[config.mk]
export PLATFORM = sky130hd
export DESIGN_NAME = uart_command_spi_flash_sequencer
export DESIGN_NICKNAME = d
export VERILOG_FILES = /design/src/hdl/ucsfs_pkg.sv /design/src/hdl/ucsfs_ram.sv /design/src/hdl/uart_command_spi_flash_sequencer.sv
export SDC_FILE = /design/constraint.sdc
export NUM_CORES = 2
export LEC_CHECK = 0
export BUFFER_PORTS_ARGS = -buffer_cell sky130_fd_sc_hd__buf_2
export CORE_MARGIN = 2
export CORE_UTILIZATION = 60
export CTS_CLUSTER_DIAMETER = 50
export CTS_CLUSTER_SIZE = 40
export DETAILED_ROUTE_END_ITERATION = 6
export GPL_TIMING_DRIVEN = 1
export PLACE_DENSITY = 0.77
export REMOVE_ABC_BUFFERS = 1
export SLEW_MARGIN = 20
export SYNTH_ARGS = -nofsm -noshare
export SYNTH_HDL_FRONTEND = slang
export SYNTH_HIERARCHICAL = 1
export SYNTH_SLANG_ARGS = --single-unit
[constraint.sdc]
create_clock -name clock -period 8.3 [get_ports clock]
set_input_delay 1.66 -clock clock [delete_from_list [all_inputs] [get_ports clock]]
set_output_delay 1.66 -clock clock [all_outputs]
set_load 0.03 [all_outputs]
[src/hdl/ucsfs_pkg.sv]
package ucsfs_pkg;

   localparam int PAGE_BYTES  = 256;
   localparam int FRAME_BYTES = 8;
   localparam int PAGE_AW     = $clog2(PAGE_BYTES);
   localparam int FRAME_AW    = $clog2(FRAME_BYTES);
   localparam int WAIT_W      = 10;
   localparam int LEN_W       = 24;
   localparam int MAX_RES     = 4;
   localparam int RES_CNT_W   = $clog2(MAX_RES + 1);
   localparam int RES_POS_W   = $clog2(MAX_RES);

   localparam logic [7:0] FLASH_READ      = 8'h03;
   localparam logic [7:0] FLASH_ERASE     = 8'h52;
   localparam logic [7:0] FLASH_PROGRAM   = 8'h02;
   localparam logic [7:0] FLASH_WREN      = 8'h06;
   localparam logic [7:0] FLASH_RDSR      = 8'h05;
   localparam logic [7:0] FLASH_DUMMY     = 8'h00;
   localparam int         SR_BUSY_BIT     = 0;
   localparam int         SR_WEL_BIT      = 1;

   localparam logic [7:0] CMD_READ        = 8'd114;
   localparam logic [7:0] CMD_ERASE       = 8'd101;
   localparam logic [7:0] CMD_PROGRAM     = 8'd119;
   localparam logic [7:0] CMD_FILL        = 8'd98;
   localparam logic [7:0] REPLY_READY     = 8'd114;
   localparam logic [7:0] REPLY_FILL      = 8'd98;

   localparam logic CSR_WEN_WAIT  = 1'b0;
   localparam logic CSR_POLL_WAIT = 1'b1;

   localparam logic [WAIT_W-1:0] WEN_WAIT_RESET  = 10'd10;
   localparam logic [WAIT_W-1:0] POLL_WAIT_RESET = 10'd1;

   typedef enum logic [1:0] {
      EV_UART = 2'd0,
      EV_SPI  = 2'd1,
      EV_TICK = 2'd2
   } event_type;

   typedef enum logic [1:0] {
      ACT_SPI   = 2'd0,
      ACT_CSON  = 2'd1,
      ACT_CSOFF = 2'd2,
      ACT_UART  = 2'd3
   } action_type;

   typedef enum logic [2:0] {
      M_IDLE  = 3'd0,
      M_FILL  = 3'd1,
      M_READ  = 3'd2,
      M_ERASE = 3'd3,
      M_PROG  = 3'd4
   } mode_type;

   typedef enum logic [3:0] {
      P_WEN   = 4'd0,
      P_WWAIT = 4'd1,
      P_SCMD  = 4'd2,
      P_SDAT  = 4'd3,
      P_OPC   = 4'd4,
      P_A2    = 4'd5,
      P_A1    = 4'd6,
      P_A0    = 4'd7,
      P_DATA  = 4'd8,
      P_PWAIT = 4'd9,
      P_PCMD  = 4'd10,
      P_PDAT  = 4'd11
   } phase_type;

endpackage

[src/hdl/ucsfs_ram.sv]
module ucsfs_ram #(
   parameter int WIDTH = 8,
   parameter int DEPTH = 256
) (
   input  logic                     clock,
   input  logic                     wr_en,
   input  logic [$clog2(DEPTH)-1:0] wr_addr,
   input  logic [WIDTH-1:0]         wr_data,
   input  logic [$clog2(DEPTH)-1:0] rd_addr,
   output logic [WIDTH-1:0]         rd_data
);

   logic [WIDTH-1:0] mem_ff [DEPTH];
   logic [WIDTH-1:0] rd_data_ff;

   always_ff @(posedge clock) begin
      if (wr_en) begin
         mem_ff[wr_addr] <= wr_data;
      end
      rd_data_ff <= mem_ff[rd_addr];
   end

   assign rd_data = rd_data_ff;

endmodule

[src/hdl/uart_command_spi_flash_sequencer.sv]
// Command sequencer that drives an SPI NOR flash from UART command frames.
// The request channel carries one event per transfer: a received UART byte,
// the end of an SPI byte exchange with the byte read back, or a millisecond
// tick. Each event yields zero to three actions on the response channel
// (SPI exchange, chip select on, chip select off, UART send); rsp_last marks
// the final action caused by an event. Commands are eight-byte frames: read,
// block erase, page program and page store fill.
// An event is registered on acceptance in the input register and evaluated
// once the response register is free; its actions are then registered in
// the response register, from which the first is offered. One event is
// taken per cycle while the response register is free; an event with
// actions holds the response register until its last action is taken.
// When the receiver stalls, the pending actions hold and one further event
// waits in the input register; after that req_ready falls.
// Reset returns the sequencer to idle, empties both registers, restores the
// wait registers to ten and one ticks and makes the page store read as zero
// until it is first filled. The wait registers are written through csr_;
// the user must write them only while the sequencer is idle; the block
// itself does not enforce it.
module uart_command_spi_flash_sequencer (
   input  logic       clock,
   input  logic       reset,
   input  logic       req_valid,
   output logic       req_ready,
   input  logic [1:0] req_op,
   input  logic [7:0] req_data,
   output logic       rsp_valid,
   input  logic       rsp_ready,
   output logic [1:0] rsp_action,
   output logic [7:0] rsp_value,
   output logic       rsp_last,
   input  logic       csr_we,
   input  logic       csr_index,
   input  logic [9:0] csr_wdata
);

   localparam int PAGE_AW   = ucsfs_pkg::PAGE_AW;
   localparam int FRAME_AW  = ucsfs_pkg::FRAME_AW;
   localparam int WAIT_W    = ucsfs_pkg::WAIT_W;
   localparam int LEN_W     = ucsfs_pkg::LEN_W;
   localparam int MAX_RES   = ucsfs_pkg::MAX_RES;
   localparam int RES_CNT_W = ucsfs_pkg::RES_CNT_W;
   localparam int RES_POS_W = ucsfs_pkg::RES_POS_W;

   logic                  in_valid_ff;
   ucsfs_pkg::event_type  in_op_ff;
   logic [7:0]            in_data_ff;

   logic [WAIT_W-1:0]     wen_wait_ff;
   logic [WAIT_W-1:0]     poll_wait_ff;

   ucsfs_pkg::mode_type   mode_ff, mode_in;
   ucsfs_pkg::phase_type  phase_ff, phase_in;
   logic [7:0]            frame_ff [ucsfs_pkg::FRAME_BYTES];
   logic [FRAME_AW-1:0]   frame_cnt_ff, frame_cnt_in;
   logic [PAGE_AW-1:0]    page_cnt_ff, page_cnt_in;
   logic [LEN_W-1:0]      byte_cnt_ff, byte_cnt_in;
   logic [WAIT_W-1:0]     wait_cnt_ff, wait_cnt_in;
   logic                  page_loaded_ff;

   ucsfs_pkg::action_type bnd_act_ff [MAX_RES];
   logic [7:0]            bnd_val_ff [MAX_RES];
   logic [RES_CNT_W-1:0]  bnd_cnt_ff;
   logic [RES_POS_W-1:0]  bnd_pos_ff;

   ucsfs_pkg::action_type res_act [MAX_RES];
   logic [7:0]            res_val [MAX_RES];
   logic [RES_CNT_W-1:0]  res_cnt;

   logic                  bundle_free;
   logic                  advance;
   logic                  busy_mode;
   logic                  fill_wr, fill_done;
   logic                  frame_wr, frame_done;
   logic                  spi_ev, tick_ev, tick_fire;
   logic [WAIT_W-1:0]     wait_dec;
   logic                  wen_zero, poll_zero;
   logic [LEN_W-1:0]      read_len;
   logic                  page_end;
   logic [PAGE_AW-1:0]    page_rd_addr;
   logic [7:0]            page_rd_raw;
   logic [7:0]            page_rd;

   // Transfer control.
   assign rsp_valid   = (bnd_cnt_ff != '0);
   assign rsp_last    = (RES_CNT_W'(bnd_pos_ff) + RES_CNT_W'(1) == bnd_cnt_ff);
   assign rsp_action  = bnd_act_ff[bnd_pos_ff];
   assign rsp_value   = bnd_val_ff[bnd_pos_ff];
   assign bundle_free = !rsp_valid || (rsp_ready && rsp_last);
   assign advance     = in_valid_ff && bundle_free;
   assign req_ready   = !in_valid_ff || bundle_free;

   // Event decode.
   assign busy_mode  = (mode_ff == ucsfs_pkg::M_READ) || (mode_ff == ucsfs_pkg::M_ERASE) ||
                       (mode_ff == ucsfs_pkg::M_PROG);
   assign fill_wr    = advance && (in_op_ff == ucsfs_pkg::EV_UART) &&
                       (mode_ff == ucsfs_pkg::M_FILL);
   assign fill_done  = fill_wr && (page_cnt_ff == PAGE_AW'(ucsfs_pkg::PAGE_BYTES - 1));
   assign frame_wr   = advance && (in_op_ff == ucsfs_pkg::EV_UART) &&
                       (mode_ff == ucsfs_pkg::M_IDLE);
   assign frame_done = frame_wr && (frame_cnt_ff == FRAME_AW'(ucsfs_pkg::FRAME_BYTES - 1));
   assign spi_ev     = advance && (in_op_ff == ucsfs_pkg::EV_SPI) && busy_mode;
   assign tick_ev    = advance && (in_op_ff == ucsfs_pkg::EV_TICK) &&
                       ((mode_ff == ucsfs_pkg::M_ERASE) || (mode_ff == ucsfs_pkg::M_PROG)) &&
                       ((phase_ff == ucsfs_pkg::P_WWAIT) || (phase_ff == ucsfs_pkg::P_PWAIT));
   assign wait_dec   = (wait_cnt_ff != '0) ? wait_cnt_ff - WAIT_W'(1) : wait_cnt_ff;
   assign tick_fire  = tick_ev && (wait_dec == '0);
   assign wen_zero   = (wen_wait_ff == '0);
   assign poll_zero  = (poll_wait_ff == '0);
   assign read_len   = {frame_ff[1], frame_ff[2], frame_ff[3]};
   assign page_end   = (byte_cnt_ff == LEN_W'(ucsfs_pkg::PAGE_BYTES - 1));
   assign page_rd    = page_loaded_ff ? page_rd_raw : 8'h00;

   // The page store is read ahead: its address follows the next state, so the
   // registered read data always matches the byte the current state will send.
   assign page_rd_addr = (phase_in == ucsfs_pkg::P_DATA) ?
                         byte_cnt_in[PAGE_AW-1:0] + PAGE_AW'(1) : '0;

   ucsfs_ram #(
      .WIDTH (8),
      .DEPTH (ucsfs_pkg::PAGE_BYTES)
   ) u_page_store (
      .clock   (clock),
      .wr_en   (fill_wr),
      .wr_addr (page_cnt_ff),
      .wr_data (in_data_ff),
      .rd_addr (page_rd_addr),
      .rd_data (page_rd_raw)
   );

   // Next state.
   always_comb begin
      mode_in      = mode_ff;
      phase_in     = phase_ff;
      frame_cnt_in = frame_cnt_ff;
      page_cnt_in  = page_cnt_ff;
      byte_cnt_in  = byte_cnt_ff;
      wait_cnt_in  = wait_cnt_ff;

      if (fill_wr) begin
         page_cnt_in = page_cnt_ff + PAGE_AW'(1);
         if (fill_done) begin
            page_cnt_in = '0;
            mode_in     = ucsfs_pkg::M_IDLE;
            phase_in    = ucsfs_pkg::P_WEN;
         end
      end

      if (frame_wr) begin
         frame_cnt_in = frame_cnt_ff + FRAME_AW'(1);
         if (frame_done) begin
            frame_cnt_in = '0;
            case (frame_ff[0])
               ucsfs_pkg::CMD_FILL: begin
                  mode_in     = ucsfs_pkg::M_FILL;
                  page_cnt_in = '0;
               end
               ucsfs_pkg::CMD_READ: begin
                  mode_in  = ucsfs_pkg::M_READ;
                  phase_in = ucsfs_pkg::P_OPC;
               end
               ucsfs_pkg::CMD_ERASE: begin
                  mode_in  = ucsfs_pkg::M_ERASE;
                  phase_in = ucsfs_pkg::P_WEN;
               end
               ucsfs_pkg::CMD_PROGRAM: begin
                  mode_in  = ucsfs_pkg::M_PROG;
                  phase_in = ucsfs_pkg::P_WEN;
               end
               default: begin
                  mode_in = mode_ff;
               end
            endcase
         end
      end

      if (tick_ev) begin
         wait_cnt_in = wait_dec;
         if (tick_fire) begin
            phase_in = (phase_ff == ucsfs_pkg::P_WWAIT) ? ucsfs_pkg::P_SCMD : ucsfs_pkg::P_PCMD;
         end
      end

      if (spi_ev) begin
         case (phase_ff)
            ucsfs_pkg::P_WEN: begin
               wait_cnt_in = wen_wait_ff;
               phase_in    = wen_zero ? ucsfs_pkg::P_SCMD : ucsfs_pkg::P_WWAIT;
            end
            ucsfs_pkg::P_SCMD: begin
               phase_in = ucsfs_pkg::P_SDAT;
            end
            ucsfs_pkg::P_PCMD: begin
               phase_in = ucsfs_pkg::P_PDAT;
            end
            ucsfs_pkg::P_SDAT: begin
               if (!in_data_ff[ucsfs_pkg::SR_WEL_BIT]) begin
                  mode_in  = ucsfs_pkg::M_IDLE;
                  phase_in = ucsfs_pkg::P_WEN;
               end else begin
                  phase_in = ucsfs_pkg::P_OPC;
               end
            end
            ucsfs_pkg::P_OPC: begin
               phase_in = ucsfs_pkg::P_A2;
            end
            ucsfs_pkg::P_A2: begin
               phase_in = ucsfs_pkg::P_A1;
            end
            ucsfs_pkg::P_A1: begin
               phase_in = ucsfs_pkg::P_A0;
            end
            ucsfs_pkg::P_A0: begin
               if (mode_ff == ucsfs_pkg::M_READ) begin
                  byte_cnt_in = read_len;
                  if (read_len == '0) begin
                     mode_in  = ucsfs_pkg::M_IDLE;
                     phase_in = ucsfs_pkg::P_WEN;
                  end else begin
                     phase_in = ucsfs_pkg::P_DATA;
                  end
               end else if (mode_ff == ucsfs_pkg::M_ERASE) begin
                  wait_cnt_in = poll_wait_ff;
                  phase_in    = poll_zero ? ucsfs_pkg::P_PCMD : ucsfs_pkg::P_PWAIT;
               end else begin
                  byte_cnt_in = '0;
                  phase_in    = ucsfs_pkg::P_DATA;
               end
            end
            ucsfs_pkg::P_DATA: begin
               if (mode_ff == ucsfs_pkg::M_READ) begin
                  byte_cnt_in = byte_cnt_ff - LEN_W'(1);
                  if (byte_cnt_ff == LEN_W'(1)) begin
                     mode_in  = ucsfs_pkg::M_IDLE;
                     phase_in = ucsfs_pkg::P_WEN;
                  end
               end else begin
                  byte_cnt_in = byte_cnt_ff + LEN_W'(1);
                  if (page_end) begin
                     wait_cnt_in = poll_wait_ff;
                     phase_in    = poll_zero ? ucsfs_pkg::P_PCMD : ucsfs_pkg::P_PWAIT;
                  end
               end
            end
            ucsfs_pkg::P_PDAT: begin
               if (in_data_ff[ucsfs_pkg::SR_BUSY_BIT]) begin
                  wait_cnt_in = poll_wait_ff;
                  phase_in    = poll_zero ? ucsfs_pkg::P_PCMD : ucsfs_pkg::P_PWAIT;
               end else begin
                  mode_in  = ucsfs_pkg::M_IDLE;
                  phase_in = ucsfs_pkg::P_WEN;
               end
            end
            default: begin
               phase_in = phase_ff;
            end
         endcase
      end
   end

   // Actions caused by the event in the input register.
   always_comb begin
      for (int i = 0; i < MAX_RES; i++) begin
         res_act[i] = ucsfs_pkg::ACT_SPI;
         res_val[i] = 8'h00;
      end
      res_cnt = '0;

      if (fill_done) begin
         res_act[0] = ucsfs_pkg::ACT_UART;
         res_val[0] = ucsfs_pkg::REPLY_READY;
         res_cnt    = RES_CNT_W'(1);
      end

      if (frame_done) begin
         case (frame_ff[0])
            ucsfs_pkg::CMD_FILL: begin
               res_act[0] = ucsfs_pkg::ACT_UART;
               res_val[0] = ucsfs_pkg::REPLY_FILL;
               res_cnt    = RES_CNT_W'(1);
            end
            ucsfs_pkg::CMD_READ: begin
               res_act[0] = ucsfs_pkg::ACT_CSON;
               res_val[1] = ucsfs_pkg::FLASH_READ;
               res_cnt    = RES_CNT_W'(2);
            end
            ucsfs_pkg::CMD_ERASE, ucsfs_pkg::CMD_PROGRAM: begin
               res_act[0] = ucsfs_pkg::ACT_CSON;
               res_val[1] = ucsfs_pkg::FLASH_WREN;
               res_cnt    = RES_CNT_W'(2);
            end
            default: begin
               res_cnt = '0;
            end
         endcase
      end

      if (tick_fire) begin
         res_act[0] = ucsfs_pkg::ACT_CSON;
         res_val[1] = ucsfs_pkg::FLASH_RDSR;
         res_cnt    = RES_CNT_W'(2);
      end

      if (spi_ev) begin
         case (phase_ff)
            ucsfs_pkg::P_WEN: begin
               res_act[0] = ucsfs_pkg::ACT_CSOFF;
               res_cnt    = RES_CNT_W'(1);
               if (wen_zero) begin
                  res_act[1] = ucsfs_pkg::ACT_CSON;
                  res_val[2] = ucsfs_pkg::FLASH_RDSR;
                  res_cnt    = RES_CNT_W'(3);
               end
            end
            ucsfs_pkg::P_SCMD, ucsfs_pkg::P_PCMD: begin
               res_val[0] = ucsfs_pkg::FLASH_DUMMY;
               res_cnt    = RES_CNT_W'(1);
            end
            ucsfs_pkg::P_SDAT: begin
               res_act[0] = ucsfs_pkg::ACT_CSOFF;
               if (!in_data_ff[ucsfs_pkg::SR_WEL_BIT]) begin
                  res_act[1] = ucsfs_pkg::ACT_UART;
                  res_val[1] = ucsfs_pkg::REPLY_READY;
                  res_cnt    = RES_CNT_W'(2);
               end else begin
                  res_act[1] = ucsfs_pkg::ACT_CSON;
                  res_val[2] = (mode_ff == ucsfs_pkg::M_ERASE) ?
                               ucsfs_pkg::FLASH_ERASE : ucsfs_pkg::FLASH_PROGRAM;
                  res_cnt    = RES_CNT_W'(3);
               end
            end
            ucsfs_pkg::P_OPC: begin
               res_val[0] = frame_ff[4];
               res_cnt    = RES_CNT_W'(1);
            end
            ucsfs_pkg::P_A2: begin
               res_val[0] = frame_ff[5];
               res_cnt    = RES_CNT_W'(1);
            end
            ucsfs_pkg::P_A1: begin
               res_val[0] = frame_ff[6];
               res_cnt    = RES_CNT_W'(1);
            end
            ucsfs_pkg::P_A0: begin
               if (mode_ff == ucsfs_pkg::M_READ) begin
                  if (read_len == '0) begin
                     res_act[0] = ucsfs_pkg::ACT_CSOFF;
                     res_act[1] = ucsfs_pkg::ACT_UART;
                     res_val[1] = ucsfs_pkg::REPLY_READY;
                     res_cnt    = RES_CNT_W'(2);
                  end else begin
                     res_val[0] = ucsfs_pkg::FLASH_DUMMY;
                     res_cnt    = RES_CNT_W'(1);
                  end
               end else if (mode_ff == ucsfs_pkg::M_ERASE) begin
                  res_act[0] = ucsfs_pkg::ACT_CSOFF;
                  res_cnt    = RES_CNT_W'(1);
                  if (poll_zero) begin
                     res_act[1] = ucsfs_pkg::ACT_CSON;
                     res_val[2] = ucsfs_pkg::FLASH_RDSR;
                     res_cnt    = RES_CNT_W'(3);
                  end
               end else begin
                  res_val[0] = page_rd;
                  res_cnt    = RES_CNT_W'(1);
               end
            end
            ucsfs_pkg::P_DATA: begin
               if (mode_ff == ucsfs_pkg::M_READ) begin
                  res_act[0] = ucsfs_pkg::ACT_UART;
                  res_val[0] = in_data_ff;
                  if (byte_cnt_ff == LEN_W'(1)) begin
                     res_act[1] = ucsfs_pkg::ACT_CSOFF;
                     res_act[2] = ucsfs_pkg::ACT_UART;
                     res_val[2] = ucsfs_pkg::REPLY_READY;
                     res_cnt    = RES_CNT_W'(3);
                  end else begin
                     res_val[1] = ucsfs_pkg::FLASH_DUMMY;
                     res_cnt    = RES_CNT_W'(2);
                  end
               end else if (page_end) begin
                  res_act[0] = ucsfs_pkg::ACT_CSOFF;
                  res_cnt    = RES_CNT_W'(1);
                  if (poll_zero) begin
                     res_act[1] = ucsfs_pkg::ACT_CSON;
                     res_val[2] = ucsfs_pkg::FLASH_RDSR;
                     res_cnt    = RES_CNT_W'(3);
                  end
               end else begin
                  res_val[0] = page_rd;
                  res_cnt    = RES_CNT_W'(1);
               end
            end
            ucsfs_pkg::P_PDAT: begin
               res_act[0] = ucsfs_pkg::ACT_CSOFF;
               if (in_data_ff[ucsfs_pkg::SR_BUSY_BIT]) begin
                  res_cnt = RES_CNT_W'(1);
                  if (poll_zero) begin
                     res_act[1] = ucsfs_pkg::ACT_CSON;
                     res_val[2] = ucsfs_pkg::FLASH_RDSR;
                     res_cnt    = RES_CNT_W'(3);
                  end
               end else begin
                  res_act[1] = ucsfs_pkg::ACT_UART;
                  res_val[1] = ucsfs_pkg::REPLY_READY;
                  res_cnt    = RES_CNT_W'(2);
               end
            end
            default: begin
               res_cnt = '0;
            end
         endcase
      end
   end

   always_ff @(posedge clock) begin
      if (reset) begin
         in_valid_ff    <= 1'b0;
         wen_wait_ff    <= ucsfs_pkg::WEN_WAIT_RESET;
         poll_wait_ff   <= ucsfs_pkg::POLL_WAIT_RESET;
         mode_ff        <= ucsfs_pkg::M_IDLE;
         phase_ff       <= ucsfs_pkg::P_WEN;
         frame_cnt_ff   <= '0;
         page_cnt_ff    <= '0;
         byte_cnt_ff    <= '0;
         wait_cnt_ff    <= '0;
         page_loaded_ff <= 1'b0;
         bnd_cnt_ff     <= '0;
         bnd_pos_ff     <= '0;
      end else begin
         if (req_ready) begin
            in_valid_ff <= req_valid;
         end

         if (csr_we) begin
            case (csr_index)
               ucsfs_pkg::CSR_WEN_WAIT: begin
                  wen_wait_ff <= csr_wdata;
               end
               ucsfs_pkg::CSR_POLL_WAIT: begin
                  poll_wait_ff <= csr_wdata;
               end
               default: begin
                  wen_wait_ff <= wen_wait_ff;
               end
            endcase
         end

         mode_ff      <= mode_in;
         phase_ff     <= phase_in;
         frame_cnt_ff <= frame_cnt_in;
         page_cnt_ff  <= page_cnt_in;
         byte_cnt_ff  <= byte_cnt_in;
         wait_cnt_ff  <= wait_cnt_in;

         if (fill_wr) begin
            page_loaded_ff <= 1'b1;
         end

         if (advance) begin
            bnd_cnt_ff <= res_cnt;
            bnd_pos_ff <= '0;
         end else if (rsp_valid && rsp_ready) begin
            if (rsp_last) begin
               bnd_cnt_ff <= '0;
               bnd_pos_ff <= '0;
            end else begin
               bnd_pos_ff <= bnd_pos_ff + RES_POS_W'(1);
            end
         end
      end
   end

   always_ff @(posedge clock) begin
      if (req_valid && req_ready) begin
         in_op_ff   <= ucsfs_pkg::event_type'(req_op);
         in_data_ff <= req_data;
      end
      if (frame_wr) begin
         frame_ff[frame_cnt_ff] <= in_data_ff;
      end
      if (advance) begin
         for (int i = 0; i < MAX_RES; i++) begin
            bnd_act_ff[i] <= res_act[i];
            bnd_val_ff[i] <= res_val[i];
         end
      end
   end

endmodule

# After elaboration in Yosys (flattened, before gate mapping)
# Memory sizes are Yosys's and may differ from the RTL's. A register that Yosys moved wholly into a read port is not among the register bits.
# Index checks and enable logic that the tools add are counted.
dict set report op_classes {
  addsub 8
  eq_ne 28
  muxes 133
  bitwise 1
  reduce_logical 44
}
# op count
set op_table {}
lappend op_table {{$mux 8} 22}
lappend op_table {{$mux 24} 4}
lappend op_table {{$mux 10} 8}
lappend op_table {{$mux 4} 20}
lappend op_table {{$mux 3} 26}
lappend op_table {{$pmux 24 s2} 1}
lappend op_table {{$pmux 8 s6} 1}
lappend op_table {{$mux 2} 21}
lappend op_table {{$pmux 10 s4} 1}
lappend op_table {{$pmux 4 s10} 1}
lappend op_table {{$pmux 8 s5} 1}
lappend op_table {{$mux 7} 5}
lappend op_table {{$eq 8x7->1 const B} 4}
lappend op_table {{$pmux 8 s4} 1}
lappend op_table {{$logic_not 10->1} 3}
lappend op_table {{$add 24x1->24 const B} 1}
lappend op_table {{$eq 24x1->1 const B} 1}
lappend op_table {{$eq 24x8->1 const B} 1}
lappend op_table {{$logic_not 24->1} 1}
lappend op_table {{$pmux 3 s4} 2}
lappend op_table {{$sub 24x1->24 const B} 1}
lappend op_table {{$eq 4x4->1 const B} 5}
lappend op_table {{$pmux 4 s5} 1}
lappend op_table {{$pmux 3 s6} 1}
lappend op_table {{37 further kinds} 81}
dict set report totals {
  ff_bits 89
  ramBits 2152
  in_bits 26
  out_inout_bits 13
  wordCells 233
  memories 4
}
# name words word_bits rd rd_clocked_by_memory_dff wr line
set memory_table {}
lappend memory_table {u_page_store.mem_ff 256 8 1 1 1 ucsfs_ram.sv:13} ;# logic [WIDTH-1:0] mem_ff [DEPTH];
lappend memory_table {frame_ff 8 8 7 0 1 uart_command_spi_flash_sequencer.sv:54} ;# logic [7:0] frame_ff [ucsfs_pkg::FRAME_BYTES];
lappend memory_table {bnd_val_ff 4 8 1 1 4 uart_command_spi_flash_sequencer.sv:62} ;# logic [7:0] bnd_val_ff [MAX_RES];
lappend memory_table {bnd_act_ff 4 2 1 1 4 uart_command_spi_flash_sequencer.sv:61} ;# ucsfs_pkg::action_type bnd_act_ff [MAX_RES];

# Logic depth before layout (Yosys ltp)
dict set report depth {
  depth_word 21
  mapped_depth 21
}

# By module
# Netlist, hierarchy kept.
# module instances cells_per_inst area_each_um2
set by_module_without_submodules {}
lappend by_module_without_submodules {ucsfs_ram 1 3733 79556.3}
lappend by_module_without_submodules {uart_command_spi_flash_sequencer 1 991 9131.3}

# Least setup slack after synthesis
# Ideal clock, no wire load.
dict set report synth_timing {
  kind {flip-flop to flip-flop}
  from {reg in_data_ff[0]}
  to {reg u_page_store.rd_data_ff[2], in the netlist u_page_store/rd_data[2] (read register of u_page_store.mem_ff)}
  setup_ns 0.131
  arrival_time_ns 6.752
  t_required_ns 8.169
  slack_ns 1.417
  path_stages_with_launch 16
  n_path_buf 4
  period_less_slack_ns 6.883
  cell_sequence {edfxtp_1 o21ai_0 a221o_1 o21ai_0 o31a_1 nand3_4 nor3_1 buf_6 buf_12 buf_8 buf_2 mux4_2 a22oi_1 a21oi_1 nor4_1 nor4_2}
}
dict set report synth_via {
  elab_chain_len 5
}
# element line
set synth_lines {}
lappend synth_lines {{start: declaration} uart_command_spi_flash_sequencer.sv:47} ;# logic [7:0] in_data_ff;
lappend synth_lines {{start signal: assignment} uart_command_spi_flash_sequencer.sv:477} ;# in_data_ff <= req_data;
lappend synth_lines {{$mux 4} uart_command_spi_flash_sequencer.sv:246} ;# if (in_data_ff[ucsfs_pkg::SR_BUSY_BIT]) begin
lappend synth_lines {{$pmux 4 s10} uart_command_spi_flash_sequencer.sv:185} ;# case (phase_ff)
lappend synth_lines {{$mux 4} uart_command_spi_flash_sequencer.sv:184} ;# if (spi_ev) begin
lappend synth_lines {{$eq 4x4->1} uart_command_spi_flash_sequencer.sv:116} ;# assign page_rd_addr = (phase_in == ucsfs_pkg::P_DATA) ?
lappend synth_lines {{$mux 8} uart_command_spi_flash_sequencer.sv:116}
lappend synth_lines {{via page_rd_addr[0]} uart_command_spi_flash_sequencer.sv:80} ;# logic [PAGE_AW-1:0] page_rd_addr;
lappend synth_lines {{end: declaration} ucsfs_ram.sv:14} ;# logic [WIDTH-1:0] rd_data_ff;
# The timed path passes the listed nets, and every way through them passes these cells.
# A chain may end at the register's enable or synchronous reset.

# Worst setup path in the final report
dict set report layout_timing {
  from {in rsp_ready}
  to {reg u_page_store.rd_data_ff[6], in the netlist u_page_store/rd_data[6] (read register of u_page_store.mem_ff)}
}
dict set report layout_via {
  elab_chain_len 19
  elab_cells_between_ends 30
  cone_classes {1 x add/sub; 1 x eq/ne; 14 x mux; 14 x reduce/logical}
}
# element line
set layout_lines {}
lappend layout_lines {{start: declaration} uart_command_spi_flash_sequencer.sv:28} ;# input logic rsp_ready,
lappend layout_lines {{$logic_and 1x1->1 *} uart_command_spi_flash_sequencer.sv:89} ;# assign bundle_free = !rsp_valid || (rsp_ready && rsp_last);
lappend layout_lines {{$logic_or 1x1->1 *} uart_command_spi_flash_sequencer.sv:89}
lappend layout_lines {{$logic_and 1x1->1 *} uart_command_spi_flash_sequencer.sv:90} ;# assign advance = in_valid_ff && bundle_free;
lappend layout_lines {{$logic_and 1x1->1} {uart_command_spi_flash_sequencer.sv:96, uart_command_spi_flash_sequencer.sv:99}}
lappend layout_lines {{$logic_and 1x1->1} uart_command_spi_flash_sequencer.sv:96} ;# assign fill_wr = advance && (in_op_ff == ucsfs_pkg::EV_UART) &&
lappend layout_lines {{$logic_and 1x1->1} uart_command_spi_flash_sequencer.sv:98} ;# assign fill_done = fill_wr && (page_cnt_ff == PAGE_AW'(ucsfs_pkg::PAGE_BYTES - 1));
lappend layout_lines {{$mux 4} uart_command_spi_flash_sequencer.sv:142} ;# if (fill_done) begin
lappend layout_lines {{$mux 4} uart_command_spi_flash_sequencer.sv:140} ;# if (fill_wr) begin
lappend layout_lines {{(+4 left out)} -}
lappend layout_lines {{$mux 4} uart_command_spi_flash_sequencer.sv:177} ;# if (tick_ev) begin
lappend layout_lines {{$mux 4 (on tied branches)} {uart_command_spi_flash_sequencer.sv:239, uart_command_spi_flash_sequencer.sv:233}}
lappend layout_lines {{$mux 4} uart_command_spi_flash_sequencer.sv:231} ;# if (mode_ff == ucsfs_pkg::M_READ) begin
lappend layout_lines {{$pmux 4 s10} uart_command_spi_flash_sequencer.sv:185}
lappend layout_lines {{$mux 4} uart_command_spi_flash_sequencer.sv:184}
lappend layout_lines {{$eq 4x4->1} uart_command_spi_flash_sequencer.sv:116}
lappend layout_lines {{$mux 8 *} uart_command_spi_flash_sequencer.sv:116}
lappend layout_lines {{via page_rd_addr[7]} uart_command_spi_flash_sequencer.sv:80}
# Mark *: on every way through the listed nets, which the timed path passes. The rest lies on a longest branch.

==> results.py <==
metrics = {
    "clock_network": {
        "cts.sinks": 2223,
        "insertion_delay_ps": 850,
        "cts_setup_buffers": 0,
        "cts_tree": "done",
        "root_buffer": "clkbuf_16",
        "cts_buffers": 159,
        "clockBufferDepth": 3,
        "ctsResizeCount": 0,
        "htreeDepth": 4,
        "cts_hold_buf": 0,
        "path_clk_slew_ps": 80,
    },
    "global_route": {
        "grt_usage": 0.283,
        "grt.overflow.total": 0,
        "grt_pass1_vias": 46000,
        "grt_pass1_wl_um": 312000,
        "grt_antenna_before_repair": 4,
        "grt_max_degree": 215,
    },
    "worst_setup_path": {
        "slowest_delay_ps": 880,
        "critPathRequiredTime_ps": 8980,
        "cp-start-kind": "primary input",
        "cp_slowest_cell": "nor4_1",
        "crit_family": "simple AND/OR/NAND/NOR gates",
        "worstPathArrival_ps": 7710,
        "cp_cell_sequence": "buf_2, or4b_4, a21oi_2, o211ai_1, buf_4, a221oi_2, o21bai_2, nor4_1, nor4b_4, nor2b_1, nor2b_1, a21oi_1, nor4_1, nor4_2",
        "cp-end-kind": "register",
        "path_class": "in2reg",
        "cp.buffers_inverters": 2,
        "crit_fanout": 14,
    },
    "pwr": {
        "switching_share": 0.216,
        "p_seq_frac": 0.587,
        "internal_power_w": 0.0165,
        "p_per_area_nw_per_um2": 218,
        "p_sw_w": 0.00455,
        "comb_power_share": 0.015,
        "power_frac_clock": 0.397,
        "ir_drop_v": 0.000205,
        "p_leak_nw": 28.7,
        "p_total_w": 0.0211,
    },
    "routing": {
        "totalWireLength_um": 213000,
        "wire_per_inst_um": 31.2,
        "antenna_left": 0,
        "dr.pass1.iters": 7,
        "vias": 47600,
        "drt-initial-drc-count": 6724,
        "route.detailed.drc": 1,
        "viasPerCell": 6.97,
    },
    "sta": {
        "fmax_mhz": 142,
        "fin_crit_ps": 7020,
        "tightestPinTransition_ps": 1150,
        "finalHoldViolCount": 0,
        "setup_viol": 0,
        "slew-limit-headroom": 0.235,
        "fin_crit_sh": 0.846,
        "skew_ps": 36.9,
        "finalWorstSetupSlack_ps": 1280,
        "drv_slew": 0,
        "rsz0062_at_grt": "no",
    },
    "die": {
        "fp.dieArea_um2": 151000,
        "die_h_um": 388,
        "fp-row-count": 141,
        "core_area_um2": 147000,
        "die_w_um": 388,
        "initial_utilization": 0.602,
        "ioPinCount": 39,
    },
    "synth": {
        "synthTopCellsByArea": "edfxtp_1 72%, mux4_2 12%, dfxtp_1 2.0%",
        "async_reset_ff_frac": 0,
        "synth_top_cell_area_share": 0.723,
        "synth-edff-count": 2135,
        "yosys.area.top_type": "edfxtp_1",
        "syn_area_per_cell_um2": 18.8,
        "synth_cell_types": 100,
        "synth-seq-area-share": 0.743,
        "ys.flop_type": "edfxtp_1",
        "ys_ff_latch": 2223,
        "netlist_instances": 4724,
        "synth-warning-count": 6,
        "synth_area_um2": 88700,
    },
    "cells_and_area": {
        "fin_area_um2": 96800,
        "final_cell_mix": "2135 x edfxtp_1, 454 x mux4_2, 383 x nor2_1",
        "final_layout_size_suffix_gt1_frac": 0.196,
        "layout.cells.most_common": "edfxtp_1",
        "multiInputGateArea_um2": 21200,
        "syn2layout_area_growth_pct": 9.16,
        "seqCellArea_um2": 65900,
        "nets": 4799,
        "fillers": 9305,
    },
    "run": {
        "cap_viol_max_count": 0,
    },
    "placement": {
        "placed_area_um2": 91100,
        "pre_cts_slack_ps": 640,
        "place.gp.congestion": 0.912,
        "numPortBuffers": 38,
        "hpwl_um": 128000,
    },
    "hold_path": {
        "min_path_type": "reg2reg",
    },
    "status": {
        "status": "complete, but fails checks",
        "failed_checks": "design-rule violations",
    },
}
## kinds of logic (layout without fill, tap and decap cells)
family / after synthesis / in the layout / synth area share
flip-flops: 2223 / 2223 / 0.743
adder cells (fa/ha/maj): 9 / 9 / 0.00127
other: 0 / 2 / 0
multiplexers: 616 / 616 / 0.134
XOR/XNOR: 21 / 21 / 0.00207
AO/OA/AOI/OAI: 648 / 648 / 0.0514
AND/OR/NAND/NOR: 899 / 899 / 0.0488
buffers and inverters: 308 / 484 / 0.0198
## through the flow
stage	cells	hold slack [ps]	util	setup TNS, ps
finish	6832	478	0.657	0
global route	6830	500	0.657	0
CTS	6829	481	0.657	0
detailed placement	6532	472	0.618	0
global placement	6532	460	0.618	0
floorplan	4439	443	-	-558600
## power by group through the flow
stage	Combinational [W]	Sequential [W]	Clock [W]
4_1_cts	0.000326	0.0124	0.00848
5_1_grt	0.000351	0.0124	0.00887
3_5_place_dp	0.000327	0.0126	0
2_1_floorplan	0.0000243	0.0128	0
6_report	0.000323	0.0124	0.00838
3_3_place_gp	0.000308	0.0126	0
## tightest hold or removal path, delay by kind of cell (launching register included)
kind	cells	cell delay (ps)
AND/OR/NAND/NOR	1	60
AO/OA/AOI/OAI	1	50
flip-flops	1	320
## path summary, 6_finish.rpt
path                                     from                               to  slack (ps)  depth (start not counted)
setup / recovery                    rsp_ready  u_page_store/rd_data[6]$_DFF_P_        1280                         14
hold / removal    wen_wait_ff[8]$_SDFFE_PP0P_      wen_wait_ff[8]$_SDFFE_PP0P_         480                          2
setup reg to reg       phase_ff[1]$_SDFF_PP0_  u_page_store/rd_data[6]$_DFF_P_        1400                         13
hold reg to reg   wen_wait_ff[8]$_SDFFE_PP0P_      wen_wait_ff[8]$_SDFFE_PP0P_         480                          2
## layer usage
layer	track usage	routed length [um]
met5	0	21
met4	0.0989	8180
met3	0.0546	23200
met2	0.451	103000
met1	0.400	78700
## synth_stat cells (28+ instances only)
library cell	count
buf_1	28
o22ai_1	32
a22oi_1	156
edfxtp_1	2135
a21oi_1	153
nand3_1	59
mux2i_1	159
nor2_1	386
nor2b_1	39
dfxtp_1	88
nand2_1	159
buf_2	42
nor3_1	62
nor4_1	46
mux4_2	454
clkbuf_1	145
o221ai_1	46
o21ai_0	67
## state kept, by name, summed over array words and instances (netlist names), 5 cells and up, named ones only
name and cells:
bnd_val_ff 16, wait_cnt_ff 10, byte_cnt_ff 24, in_data_ff 8, wen_wait_ff 10, frame_ff 56
page_cnt_ff 8, u_page_store/rd_data 8, u_page_store/mem_ff 2048, bnd_act_ff 5, poll_wait_ff 10
## layout make-up
| type | instances | area share |
|---|---|---|
| multi-input combinational | 2193 | 0.219 |
| clock buffer | 169 | 0.0417 |
| antenna | 2 | 0.0000517 |
| tap | 1930 | 0.0249 |
| timing repair buffer | 164 | 0.0155 |
| sequential | 2223 | 0.680 |
| inverter | 23 | 0.000892 |
| clock inverter | 128 | 0.0175 |
Note: power is estimated with default switching activity, not from simulation.
